<file path="config.mk">
export PLATFORM = sky130hd
export DESIGN_NAME = eia1_polynomial_mac
export DESIGN_NICKNAME = d
export VERILOG_FILES = /design/src/hdl/eia1_pkg.sv /design/src/hdl/eia1_polynomial_mac.sv /design/src/hdl/eia1_dp.sv /design/src/hdl/eia1_ctrl.sv
export VERILOG_INCLUDE_DIRS = /design/src /design/src/hdl
export SDC_FILE = /design/constraint.sdc
export NUM_CORES = 1
export LEC_CHECK = 0
export ABC_AREA = 0
export BUFFER_PORTS_ARGS = -buffer_cell sky130_fd_sc_hd__buf_4
export CAP_MARGIN = 10
export CORE_UTILIZATION = 35
export DETAILED_ROUTE_END_ITERATION = 10
export HOLD_SLACK_MARGIN = 0.05
export MAX_ROUTING_LAYER = met4
export PLACE_DENSITY = 0.59
export REMOVE_ABC_BUFFERS = 1
export SLEW_MARGIN = 20
export SYNTH_ARGS = -nofsm -noshare
export SYNTH_HDL_FRONTEND = slang
export SYNTH_SLANG_ARGS = --single-unit
</file>
<file path="constraint.sdc">
create_clock -name clk -period 10.91 [get_ports clk]
set_clock_uncertainty 0.2 [all_clocks]
set_input_delay 0 -clock clk [delete_from_list [all_inputs] [get_ports clk]]
set_output_delay 0 -clock clk [all_outputs]
set_load 0.005 [all_outputs]
</file>
<file path="src/hdl/assert_macros.svh">
// Assertion macros used by the polynomial MAC controller.
// No dependencies; define NO_ASSERTIONS to compile them out.
`ifndef ASSERT_MACROS_SVH
`define ASSERT_MACROS_SVH

`ifndef NO_ASSERTIONS
// property must hold at every rising clock edge outside reset
`define ASSERT_PROP(lbl, clk, rst_n, prop) \
	lbl: assert property (@(posedge clk) disable iff (!rst_n) prop) \
		else $error("assertion failed");
// expression must never be true outside reset
`define ASSERT_NEVER(lbl, clk, rst_n, expr) \
	lbl: assert property (@(posedge clk) disable iff (!rst_n) !(expr)) \
		else $error("forbidden condition seen");
`else
`define ASSERT_PROP(lbl, clk, rst_n, prop)
`define ASSERT_NEVER(lbl, clk, rst_n, expr)
`endif

`endif

</file>
<file path="src/hdl/eia1_pkg.sv">
// Shared types, constants and GF(2^64) helpers for the EIA1 polynomial MAC.
// No dependencies; used by the controller, datapath and top level.
package eia1_pkg;

	localparam int BlockW = 64;
	localparam int TagW = 32;
	localparam int VbitsW = 7;
	localparam int IdxW = 2;
	localparam int MulSteps = 64;
	localparam int CntW = $clog2(MulSteps);
	localparam logic [BlockW-1:0] RedPoly = 64'h1b;

	// register indexes of the write port
	localparam logic [IdxW-1:0] RegKeyP = 2'd0;
	localparam logic [IdxW-1:0] RegKeyQ = 2'd1;
	localparam logic [IdxW-1:0] RegMask = 2'd2;

	typedef enum logic [2:0] {
		ST_IDLE,
		ST_MUL_P,
		ST_POST_P,
		ST_MUL_Q,
		ST_POST_Q
	} state_t;

	// controller to datapath
	typedef struct packed {
		logic load_blk; // absorb accepted block, start multiply by P
		logic step;     // one shift-xor step of the serial multiplier
		logic save_acc; // product becomes the new accumulator
		logic load_q;   // mix in length, start multiply by Q, clear state
		logic emit;     // capture the tag into the output register
	} dp_cmd_t;

	// datapath to controller
	typedef struct packed {
		logic last_blk; // block in flight closes the message
	} dp_stat_t;

	// multiply by x modulo x^64+x^4+x^3+x+1
	function automatic logic [BlockW-1:0] gf_times_x(input logic [BlockW-1:0] v);
		gf_times_x = {v[BlockW-2:0], 1'b0} ^ (v[BlockW-1] ? RedPoly : '0);
	endfunction

endpackage

</file>
<file path="src/hdl/eia1_polynomial_mac.sv">
// Top level of the EIA1 / UIA2 polynomial MAC stage.
// Instantiates eia1_ctrl and eia1_dp; uses eia1_pkg.
//
// channel   dir  handshake            content
// s_*       in   s_tvalid/s_tready    tdata: message_block[63:0], valid_bits[70:64]; tlast: final_block
// m_*       out  m_tvalid/m_tready    tdata: mac_tag[31:0]
// wr_*      in   wr_en                wr_index selects key P, key Q, output mask
//
// A non-final block is accepted, then passes through 64 steps of the
// bit-serial GF(2^64) multiplier (one key bit per step) and one update.
// A final block runs a second 64-step multiply by key Q in place of the update.
// The tag waits in an output register; a new block is taken meanwhile, and
// the next tag stalls only if the previous one is still not taken.
// Reset clears keys, accumulator, length count and output valid at once.
module eia1_polynomial_mac (
	input  logic                              clk,
	input  logic                              arst_n,
	input  logic                              s_tvalid,
	output logic                              s_tready,
	input  logic [71:0]                       s_tdata,   // message_block[63:0], valid_bits[70:64], zero pad
	input  logic                              s_tlast,   // final_block
	output logic                              m_tvalid,
	input  logic                              m_tready,
	output logic [eia1_pkg::TagW-1:0]         m_tdata,   // mac_tag[31:0]
	input  logic                              wr_en,
	input  logic [eia1_pkg::IdxW-1:0]         wr_index,
	input  logic [eia1_pkg::BlockW-1:0]       wr_data
);

	eia1_pkg::dp_cmd_t  cmd;
	eia1_pkg::dp_stat_t stat;
	logic [71:0] unused_pad;

	assign unused_pad = s_tdata;

	eia1_ctrl u_ctrl (
		.clk      (clk),
		.arst_n   (arst_n),
		.s_tvalid (s_tvalid),
		.s_tready (s_tready),
		.m_tvalid (m_tvalid),
		.m_tready (m_tready),
		.stat     (stat),
		.cmd      (cmd)
	);

	eia1_dp u_dp (
		.clk           (clk),
		.arst_n        (arst_n),
		.wr_en         (wr_en),
		.wr_index      (wr_index),
		.wr_data       (wr_data),
		.message_block (unused_pad[eia1_pkg::BlockW-1:0]),
		.final_block   (s_tlast),
		.valid_bits    (unused_pad[eia1_pkg::BlockW +: eia1_pkg::VbitsW]),
		.cmd           (cmd),
		.stat          (stat),
		.mac_tag       (m_tdata)
	);

endmodule

</file>
<file path="src/hdl/eia1_dp.sv">
// Datapath of the EIA1 MAC: key registers, accumulator, length counter,
// bit-serial GF(2^64) multiplier and tag register. Uses eia1_pkg.
module eia1_dp (
	input  logic                          clk,
	input  logic                          arst_n,
	input  logic                          wr_en,
	input  logic [eia1_pkg::IdxW-1:0]     wr_index,
	input  logic [eia1_pkg::BlockW-1:0]   wr_data,
	input  logic [eia1_pkg::BlockW-1:0]   message_block,
	input  logic                          final_block,
	input  logic [eia1_pkg::VbitsW-1:0]   valid_bits,
	input  eia1_pkg::dp_cmd_t             cmd,
	output eia1_pkg::dp_stat_t            stat,
	output logic [eia1_pkg::TagW-1:0]     mac_tag
);

	logic [eia1_pkg::BlockW-1:0] key_p_q, key_q_q;
	logic [eia1_pkg::TagW-1:0]   mask_q;
	logic [eia1_pkg::BlockW-1:0] acc_q, total_q;
	logic [eia1_pkg::BlockW-1:0] mul_v_q, mul_k_q, prod_q;
	logic [eia1_pkg::TagW-1:0]   tag_q;
	logic                        last_q;

	logic [eia1_pkg::VbitsW-1:0] n_sat, blk_bits;
	logic [eia1_pkg::BlockW-1:0] lead_mask, blk_masked;

	// leading-bit mask of the final block, count saturates at 64
	always_comb begin
		n_sat = valid_bits[eia1_pkg::VbitsW-1] ? eia1_pkg::VbitsW'(eia1_pkg::BlockW)
			: valid_bits;
		lead_mask = valid_bits[eia1_pkg::VbitsW-1] ? '1
			: ~({eia1_pkg::BlockW{1'b1}} >> valid_bits[eia1_pkg::VbitsW-2:0]);
		blk_masked = final_block ? (message_block & lead_mask) : message_block;
		blk_bits = final_block ? n_sat : eia1_pkg::VbitsW'(eia1_pkg::BlockW);
	end

	// key and mask registers
	always_ff @(posedge clk or negedge arst_n) begin
		if (!arst_n) begin
			key_p_q <= '0;
			key_q_q <= '0;
			mask_q <= '0;
		end else if (wr_en) begin
			case (wr_index)
				eia1_pkg::RegKeyP: key_p_q <= wr_data;
				eia1_pkg::RegKeyQ: key_q_q <= wr_data;
				eia1_pkg::RegMask: mask_q <= wr_data[eia1_pkg::TagW-1:0];
				default: ;
			endcase
		end
	end

	// message state: accumulator and running bit length
	always_ff @(posedge clk or negedge arst_n) begin
		if (!arst_n) begin
			acc_q <= '0;
			total_q <= '0;
		end else if (cmd.load_blk) begin
			total_q <= total_q + {{(eia1_pkg::BlockW-eia1_pkg::VbitsW){1'b0}}, blk_bits};
		end else if (cmd.save_acc) begin
			acc_q <= prod_q;
		end else if (cmd.load_q) begin
			acc_q <= '0;
			total_q <= '0;
		end
	end

	// serial multiplier: one key bit per step, LSB first
	always_ff @(posedge clk) begin
		if (cmd.load_blk) begin
			mul_v_q <= acc_q ^ blk_masked;
			mul_k_q <= key_p_q;
			prod_q <= '0;
			last_q <= final_block;
		end else if (cmd.load_q) begin
			mul_v_q <= prod_q ^ total_q;
			mul_k_q <= key_q_q;
			prod_q <= '0;
		end else if (cmd.step) begin
			if (mul_k_q[0]) prod_q <= prod_q ^ mul_v_q;
			mul_v_q <= eia1_pkg::gf_times_x(mul_v_q);
			mul_k_q <= mul_k_q >> 1;
		end
	end

	// tag register
	always_ff @(posedge clk) begin
		if (cmd.emit) tag_q <= prod_q[eia1_pkg::BlockW-1 -: eia1_pkg::TagW] ^ mask_q;
	end

	assign stat.last_blk = last_q;
	assign mac_tag = tag_q;

endmodule

</file>
<file path="src/hdl/eia1_ctrl.sv">
// Controller of the EIA1 MAC: state machine, multiply step counter and
// output valid flag. Uses eia1_pkg and assert_macros.svh.
`include "assert_macros.svh"

module eia1_ctrl (
	input  logic                 clk,
	input  logic                 arst_n,
	input  logic                 s_tvalid,
	output logic                 s_tready,
	output logic                 m_tvalid,
	input  logic                 m_tready,
	input  eia1_pkg::dp_stat_t   stat,
	output eia1_pkg::dp_cmd_t    cmd
);

	eia1_pkg::state_t state_q, state_d;
	logic [eia1_pkg::CntW-1:0] cnt_q;
	logic out_valid_q;
	logic cnt_done, slot_free;

	assign cnt_done = (cnt_q == eia1_pkg::CntW'(eia1_pkg::MulSteps - 1));
	assign slot_free = !out_valid_q || m_tready;

	// state register and step counter
	always_ff @(posedge clk or negedge arst_n) begin
		if (!arst_n) begin
			state_q <= eia1_pkg::ST_IDLE;
			cnt_q <= '0;
		end else begin
			state_q <= state_d;
			if (cmd.step) cnt_q <= cnt_q + 1'b1;
			else cnt_q <= '0;
		end
	end

	// next state and commands
	always_comb begin
		state_d = state_q;
		cmd = '0;
		s_tready = 1'b0;
		case (state_q)
			eia1_pkg::ST_IDLE: begin
				s_tready = 1'b1;
				if (s_tvalid) begin
					cmd.load_blk = 1'b1;
					state_d = eia1_pkg::ST_MUL_P;
				end
			end
			eia1_pkg::ST_MUL_P: begin
				cmd.step = 1'b1;
				if (cnt_done) state_d = eia1_pkg::ST_POST_P;
			end
			eia1_pkg::ST_POST_P: begin
				if (stat.last_blk) begin
					cmd.load_q = 1'b1;
					state_d = eia1_pkg::ST_MUL_Q;
				end else begin
					cmd.save_acc = 1'b1;
					state_d = eia1_pkg::ST_IDLE;
				end
			end
			eia1_pkg::ST_MUL_Q: begin
				cmd.step = 1'b1;
				if (cnt_done) state_d = eia1_pkg::ST_POST_Q;
			end
			eia1_pkg::ST_POST_Q: begin
				if (slot_free) begin
					cmd.emit = 1'b1;
					state_d = eia1_pkg::ST_IDLE;
				end
			end
			default: state_d = eia1_pkg::ST_IDLE;
		endcase
	end

	// output valid flag
	always_ff @(posedge clk or negedge arst_n) begin
		if (!arst_n) out_valid_q <= 1'b0;
		else if (cmd.emit) out_valid_q <= 1'b1;
		else if (m_tready) out_valid_q <= 1'b0;
	end

	assign m_tvalid = out_valid_q;

	// checks
	`ASSERT_NEVER(a_emit_overwrite, clk, arst_n, cmd.emit && out_valid_q && !m_tready)
	`ASSERT_PROP(a_accept_starts, clk, arst_n, (s_tvalid && s_tready) |=> (state_q == eia1_pkg::ST_MUL_P && cnt_q == '0))
	`ASSERT_PROP(a_mul_ends, clk, arst_n, (state_q == eia1_pkg::ST_MUL_P && cnt_done) |=> state_q == eia1_pkg::ST_POST_P)
	`ASSERT_PROP(a_tag_shown, clk, arst_n, cmd.emit |=> out_valid_q)
	`ASSERT_NEVER(a_step_outside_mul, clk, arst_n, cmd.step && state_q != eia1_pkg::ST_MUL_P && state_q != eia1_pkg::ST_MUL_Q)

endmodule
</file>
==> summary by stage <==
Placement
The cell count after placement is 3,114. The final weighted congestion of routability-driven global placement is 0.853. The wire-length estimate of the detail-placed layout is 40,300 µm.

The count of buffers added on input and output ports is 176.

Logic synthesis
In this run, synthesis produced a sequential element count of 523. For this run, the leading register cell type out of synthesis is dfrtp_1. Averaged over all synthesized cells, the footprint is 11.0 µm².

Of all cell types, the one taking the most synthesized area is dfrtp_1. The distinct cell type count of the synthesized netlist is 60. Counting flops with an async set or reset pin after synthesis yields a share of 0.570. The share of synthesized area in the top cell type comes to 0.312.

By area the synthesized netlist is led by dfrtp_1, edfxtp_1, xor2_1. The synthesized design contains 161 enable-type register cells. The summed instance area of the synthesized netlist is 23,900 µm². In the synthesized netlist, the number of instances is 2,171. For this run, the number of Yosys warnings is 0. The most frequent cell after synthesis is nand2_1. Counting instances in the post-synthesis netlist gives the leading cell types as nand2_1, dfrtp_1, xor2_1. For this run, the register share of the synthesized area comes to 0.568.

Timing
The final count of hold timing violations is 0. The worst-margin pin slew is 1.13 ns. The tightest hold margin is 0.100 ns. Dividing the final minimum period by the clock period gives 0.381.

For this run, the top clock speed supported by timing is 241 MHz. The worst relative slew slack is 0.245. The number of pins with negative max-slew slack in the final report is 0.

Setup violations remaining at the end of the flow were counted as 0. Setup repair after global routing left no endpoint under its margin. The shortest period the worst path allows is 4.16 ns.

Global route
The total global routing track utilization is 0.200. The initial antenna violation count is 7. The maximum number of pins on one net before global-route repair is 158. The number of global-route vias before repair is 18,529. The total grt overflow is 0. The wire length of the first global-routing pass is 106,000 µm.

CTS
The worst-skew pair later-pin latency is 0.62 ns. After clock tree synthesis, the clock-pin slew on the worst setup and hold paths is 0.06 ns. After clock tree synthesis, the repair step resized 0 gates. The longest clock path from root to sink contains 3 buffers. The root buffer selected by CTS is clkbuf_16.

The total number of clock tree sinks is 523. The clock tree from TritonCTS is done. The number of H-tree levels is 2. The number of clock buffers added by TritonCTS is 57.

Worst setup path
Of all nets on the critical path, the largest fanout is 55. Walking the worst path, the cells encountered are or4b_2, inv_2, nor2_4, nand2_4, buf_4, buf_4. The required time at the endpoint of the critical path is 10.94 ns. The slowest library cell on the worst path is or4b_2. The category of the worst setup path launch point is a register. The setup path with the least slack is of type register to register. The critical path contains buffers and inverters numbering 3 combined.

The largest incremental delay on the critical path is 0.89 ns. In this run the critical register-to-register path is launched from u_ctrl.state_q[1]$_DFFE_PN0P_. The kind of cell with the highest combined delay on the critical path is buffers and inverters.

The critical path launch point is u_ctrl.state_q[1]$_DFFE_PN0P_. STA classifies the critical path endpoint as a register. The most common cell type on the critical path is buf_4. For the worst setup path, the data arrival time is 4.19 ns.

Layout
The final non-filler cell total is 3,460. For this run, the share of the core covered by cells in the final layout is 0.450. The final net count is 2,685. The share of layout cells above drive strength 1 is 0.184. The area growth from synthesis to layout is 26.9%.

Job
The number of maximum-capacitance violations is 0.

Routing
In this run the remaining antenna-violating nets after routing total 0. The total wire length after detailed routing is 66,700 µm. The number of vias after detailed routing is 17,777.

The iteration-0 DRC count of the detailed router is 1,255. The residual DRC count is 0. The routed wirelength normalized by instance count is 19.3 µm.

In the routed layout, each cell is associated on average with a via count of 5.14. The first TritonRoute pass finished after 5 iterations.

Die
From bottom edge to top edge, the die measures 263 µm. From left edge to right edge, the die measures 263 µm. Pin placement for this block handled 178 I/O pins. After floorplanning, the core was divided into 95 placement rows.

The die covers 69,300 µm². The core area is 67,400 µm². The initial utilization of the core area, before any placement, comes to 0.355.

Min path
The worst hold path begins at s_tdata[70]. The path type of the worst min-delay path is primary input to register.

Pwr
The worst-case IR drop observed on VDD is 131 µV. The design draws 7.18 mW. The leakage power summed over all cells is 13.4 nW. The power per standard cell area is 237 nW/µm².

Status
The run finished with clean final reports.
[per-layer routing]
layer,GRT usage,part of all wire,vias to the layer above,wire length (µm)
li1,-,-,8343,-
met1,0.251,0.43,8824,28800
met2,0.328,0.48,517,32300
met3,0.0340,0.060,93,4010
met4,0.0605,0.023,0,1540
met5,-,0,-,0
[cell families (layout without fill, tap and decap cells)]
group | count (synthesis) | after routing | synth area share
buf+inv | 145 | 555 | 0.0244
flops | 523 | 523 | 0.568
compound gates | 389 | 389 | 0.103
mux | 213 | 213 | 0.0976
xor+xnor | 233 | 233 | 0.0854
simple gates | 659 | 659 | 0.117
fa+ha+maj | 9 | 9 | 0.00503
other cells | 0 | 6 | 0
[what timing repair did]
action                                 in CTS  in global routing
endpoints found under the hold margin     535                  0
hold buffers                              232                  0
buffers inserted                            0                  0
[worst paths after layout]
check                                                     to  slack, ns  cells past startpoint
min in group asynchronous       u_dp.key_p_q[50]$_DFFE_PN0P_       0.37                      4
worst max register to register    u_dp.mul_v_q[55]$_DFFE_PP_       6.75                      6
max in group asynchronous         u_dp.acc_q[35]$_DFFE_PN0P_       9.24                      4
worst min-delay path             u_dp.total_q[0]$_DFFE_PN0P_       0.10                      7
worst max-delay path              u_dp.mul_v_q[55]$_DFFE_PP_       6.75                      6
worst min register to register     u_ctrl.cnt_q[0]$_DFF_PN0_       0.27                      1
[stage by stage]
stage / cell area (µm²) / setup slack [ns] / TNS [ns]
6_report: 30300 / 6.75 / 0
5_1_grt: 30300 / 6.55 / 0
4_1_cts: 30300 / 6.71 / 0
3_5_place_dp: 26000 / 6.71 / 0
3_3_place_gp: 26000 / 6.77 / 0
2_1_floorplan: 23400 / -4.57 / -723.37
[state kept, by name, summed over array words and instances, names as in the netlist]
signal           cells
u_dp.acc_q          64
u_dp.key_p_q        64
u_dp.key_q_q        64
u_dp.mul_k_q        64
u_dp.mul_v_q        64
u_dp.prod_q         64
u_dp.total_q        64
u_dp.mac_tag        32
u_dp.mask_q         32
u_ctrl.cnt_q         6
u_ctrl.state_q       3
u_ctrl.m_tvalid      1
u_dp.stat            1
[worst min-delay path: cells and delay by family]
| kind | cells | cell delay (ns) |
|---|---|---|
| adders and majority gates | 1 | 0.26 |
| buffers and inverters | 2 | 0.31 |
| and+or+nand+nor | 4 | 0.31 |
[final cells by class]
class                      instances  area, µm²
fill                            6224      37100
sequential                       523      13600
multi-input combinational       1503       9800
timing repair buffer             430       3850
clock buffer                      88       1730
tap                              873       1090
clock inverter                    20        205
inverter                          17       63.8
antenna                            6       15.0
[where the power goes]
part | internal [mW] | switching [mW] | total, mW
clock | 1.18 | 0.799 | 1.98
combinational | 0.806 | 0.876 | 1.68
sequential | 2.88 | 0.639 | 3.52
[cells in the final DEF, fill, tap and decap left out, types with 20 or more instances in the layout]
cell / count
nand2_1: 417
dfrtp_1: 298
dlygate4sd3_1: 231
xor2_1: 227
buf_4: 196
o21ai_0: 186
mux2_2: 161
edfxtp_1: 161
a22oi_1: 126
nor2_1: 120
dfxtp_1: 64
clkbuf_16: 59
mux2i_1: 52
nand3_1: 33
nand4_1: 20
Power figures use the tool's default switching activity.
